File: src/rtl/assert_macros.svh
// Assertion helper macros for the interval paint tree RTL.
// Included by files that carry concurrent assertions; no other dependencies.
`ifndef ASSERT_MACROS_SVH
`define ASSERT_MACROS_SVH

// Same-cycle implication, disabled while reset is asserted.
`define ASSERT_IMP(label, clk, rst_n, ante, cons, msg) \
    label: assert property (@(posedge clk) disable iff (!rst_n) (ante) |-> (cons)) \
        else $error(msg);

// Next-cycle implication, disabled while reset is asserted.
`define ASSERT_NXT(label, clk, rst_n, ante, cons, msg) \
    label: assert property (@(posedge clk) disable iff (!rst_n) (ante) |=> (cons)) \
        else $error(msg);

`endif

File: src/rtl/ipst_pkg.sv
// Shared types and constants for the interval paint segment tree.
// No dependencies; imported by ipst_stack, the core and the testbench.
package ipst_pkg;

    localparam int FIELD_POS_BITS   = 18;
    localparam int FIELD_LABEL_BITS = 16;

    localparam logic CMD_QUERY = 1'b0;
    localparam logic CMD_PAINT = 1'b1;

    typedef enum logic [3:0] {
        S_CLEAR,
        S_IDLE,
        S_VISIT,
        S_PD_TOP,
        S_PD_LEFT,
        S_PD_RIGHT,
        S_LEAF,
        S_OUT,
        S_POP
    } t_state;

    typedef struct packed {
        logic push;
        logic pop;
    } t_stk_ctrl;

endpackage

File: src/rtl/ipst_stack.sv
// Descent stack holding the pending right children of a paint traversal.
// Depends on ipst_pkg for the push/pop control struct.
module ipst_stack #(
    parameter int DW    = 8,
    parameter int DEPTH = 4
) (
    input  logic               i_clk,
    input  logic               i_rst_n,
    input  ipst_pkg::t_stk_ctrl i_ctrl,
    input  logic [DW-1:0]      i_data,
    output logic [DW-1:0]      o_top,
    output logic               o_empty
);
    import ipst_pkg::*;

    localparam int PTR_BITS = $clog2(DEPTH);

    logic [DW-1:0]       r_ent [DEPTH];
    logic [PTR_BITS-1:0] r_sp;
    logic [PTR_BITS-1:0] top_idx;

    assign top_idx = r_sp - PTR_BITS'(1);
    assign o_top   = r_ent[top_idx];
    assign o_empty = (r_sp == '0);

    always_ff @(posedge i_clk) begin
        if (!i_rst_n) begin
            r_sp <= '0;
        end else if (i_ctrl.push) begin
            r_sp <= r_sp + PTR_BITS'(1);
        end else if (i_ctrl.pop) begin
            r_sp <= top_idx;
        end
    end

    always_ff @(posedge i_clk) begin
        if (i_ctrl.push) begin
            r_ent[r_sp] <= i_data;
        end
    end

endmodule

File: config.mk
export PLATFORM = sky130hd
export DESIGN_NAME = ipst_stack
export DESIGN_NICKNAME = d
export VERILOG_FILES = /design/src/rtl/assert_macros.svh /design/src/rtl/ipst_pkg.sv /design/src/rtl/ipst_stack.sv
export SDC_FILE = /design/constraint.sdc
export NUM_CORES = 1
export LEC_CHECK = 0
export ABC_AREA = 1
export BUFFER_PORTS_ARGS = -buffer_cell sky130_fd_sc_hd__buf_2
export CELL_PAD_IN_SITES_DETAIL_PLACEMENT = 0
export CELL_PAD_IN_SITES_GLOBAL_PLACEMENT = 1
export CORE_UTILIZATION = 39
export CTS_CLUSTER_SIZE = 28
export DETAILED_ROUTE_END_ITERATION = 10
export PLACE_DENSITY_LB_ADDON = 0.1
export SYNTH_ARGS = -nofsm -noshare
export SYNTH_HDL_FRONTEND = slang
export SYNTH_SLANG_ARGS = --single-unit
File: constraint.sdc
create_clock -name i_clk -period 1.6 [get_ports i_clk]
set_input_delay 0.24 -clock i_clk [delete_from_list [all_inputs] [get_ports i_clk]]
set_output_delay 0.24 -clock i_clk [all_outputs]
set_load 0.02 [all_outputs]
==> metrics <==
HP Start i_data[1]; period utilisation layout 102%; Worst EP arrival 1.39 ns; routed vias 975; Clk Tree Root Cell clkbuf_8; fraction of the mapped netlist area in simple logic gates 18.0%; ANT cells 0; fraction of the mapped netlist area in adder cells approximately 3.3%; first-pass GRT wire length approximately 4700 um; vias in the first global route 1009; IO buf count 20; Synth Area per Inst 10.8 um^2; commonest non-fill, non-tap cell in the layout nand2_1; Cell Int Power 1.73 mW; Clock Skew approximately 0.0024 ns; largest net degree at the start of global routing 27; P_leak 0.873 nW; final net count 189; CTS buffer count 5; Worst-Margin Slew 0.368 ns; DRT antenna net count 0; die height 64.1 um; combinational group share of total power 24.9%; Area Overhead vs Synth 32.6%; failing checks negative setup slack; Switching Fraction 26.3%; Max Cap Violations 0; DR top layer met4; Slew HR between 70% and 80%; TritonRoute pass-1 iters 4; layout cells sized above 1 a little under two fifths; CTS Sinks 34; RePlAce Congestion between 0.7 and 0.8; Setup-failing EPs final 8; Iteration-0 DRC Markers 27; met3 routed WL 143 um; All-Layer GR Usage 16.2%; Clk pin slew, worst setup/hold paths 0.06 ns; drt via density approximately 4.4; Cell Rows 22; met2 wire length 1290 um; DRC viols 0; fmax 614 MHz; Synth Cell Area 0.00150 mm^2; Clock Power Share 31.2%; RR Endpoint r_ent[1][5]; worst skew pair latency 0.28 ns; sequential share of the synthesized area 66.6%; commonest cells after routing, fill and taps aside nand2_1 (46), edfxtp_1 (32), nor2_1 (13), inv_1 (13); post-synthesis cell type count 10; yosys warns 0; Synth Net Count 155; Switching Power between 600 and 700 uW; mux cell area share after synthesis 0%; Crit. End Element output port; Hold Crit Depth 1; synthesized flop and latch total 34; reg2reg path depth 5; maximum root-to-sink buffer count 2; RSZ-0062 raised after global routing true; CTS tree done; Max Slew Vio Count 0; kind of critical path reg2out; drt wl/cell 12.4 um; largest family of logic cells by synthesized area simple AND/OR/NAND/NOR gates; WHS 0.170 ns; hold buffer count at cts 0; Seq pwr share 43.9%; RR Startpoint r_sp[0]; Setup WS post-layout -0.0295 ns; I/O pin total 21; Post-Synth XOR/XNOR Area 0%; status complete, but fails checks; CP startpoint kind flip-flop; Initial Utilization between 40% and 50%; Die Wd 64.1 um; H-tree depth 2; power density cells 1180 mW/mm^2; hold crit path type in2reg; maximum VDD drop 0.618 mV; Core Area roughly 0.0037 mm^2; post-synthesis compound-gate area fraction 4.41%; drt total wl roughly 2700 um; Post-Place Setup Slack roughly 0.14 ns; WHS Endpoint r_ent[0][1]; post-layout minimum cycle time 1.63 ns; Metal-1 WL 1250 um; Synth Instances 139; r2r setup slk 0.22 ns; Max FO, Critical Path 5; DP HPWL 1740 um; area of the die 0.00411 mm^2; CP Data Required Time 1.36 ns; Hold Fails Final Rpt 0; initial antenna violation count 0; grt ovf 0
per-stage QoR:
step | area (um^2) | setup TNS (ns) | util (%) | power (mW) | std cells
after floorplan | 1600 | 0 | - | 1.40 | 139
after global placement | 1760 | 0 | 47.8 | 1.51 | 210
after detailed placement | 1760 | 0 | 47.8 | 1.51 | 210
after CTS | 1980 | -0.302 | 53.7 | 2.37 | 220
after global routing | 1990 | -0.660 | 54.1 | 2.46 | 221
final | 1990 | -0.178 | 54.1 | 2.35 | 221
cells by family (layout without fill, tap and decap cells):
kind of cell / Yosys count / count (layout)
adder cells (fa/ha/maj): 4 / 4
buffers and inverters: 21 / 55
flip-flops: 34 / 34
AO/OA/AOI/OAI: 8 / 8
AND/OR/NAND/NOR: 72 / 72
what timing repair did:
action | CTS | global route
endpoints found under the setup margin | 8 | 8
buffers inserted | 3 | 1
pin swaps | 1 | 1
resized for setup | 29 | 2
sequential cells by signal (all words and copies together), names as in the netlist:
signal  flops
r_sp        2
r_ent      32
metal layers:
layer,vias up,GRT usage (%)
met4,0,8.33
met2,22,25.4
met1,441,18.8
met3,5,6.79
met5,-,0
li1,507,-
synthesized netlist by cell type:
cell,n,area [um^2]
nand2_1,59,221
edfxtp_1,32,961
inv_1,14,52.6
nor2_1,13,48.8
o21ai_2,7,61.3
buf_6,5,56.3
ha_1,4,50.1
dfxtp_1,2,40.0
inv_2,2,7.51
o21ai_1,1,5.00
worst max path at each step:
| stage | from | to | slack (ns) | depth (start not counted) |
|---|---|---|---|---|
| CTS | r_sp[1] | o_top[1] | -0.04 | 6 |
| global placement | r_sp[1] | o_top[0] | 0.17 | 6 |
| floorplan | r_sp[0] | o_top[0] | 0.06 | 8 |
| detailed placement | r_sp[1] | o_top[7] | 0.14 | 6 |
| global route | r_sp[0] | o_top[1] | -0.1 | 6 |
| finish | r_sp[1] | o_top[1] | -0.03 | 6 |
layout make-up:
type	instances	area, um^2
Clock inverter	2	33.8
Inverter	16	67.6
Sequential cell	34	1000
Clock buffer	5	68.8
Multi-Input combinational cell	84	500
Timing Repair Buffer	32	260
Tap cell	48	60.1
Fill cell	338	1690
power groups by stage:
stage | clock (mW) | combinational, mW | sequential, mW
after floorplan | 0 | 0.351 | 1.05
after global placement | 0 | 0.459 | 1.05
after detailed placement | 0 | 0.462 | 1.05
after CTS | 0.752 | 0.584 | 1.03
after global routing | 0.790 | 0.637 | 1.04
final | 0.734 | 0.586 | 1.03
critical path: stages (launching register included):
cell     delay, ns
dfxtp_2       0.33
inv_2         0.05
ha_4          0.33
buf_8         0.14
nand2_2       0.07
o21ai_4       0.06
buf_6         0.13
Power figures use the tool's default switching activity.
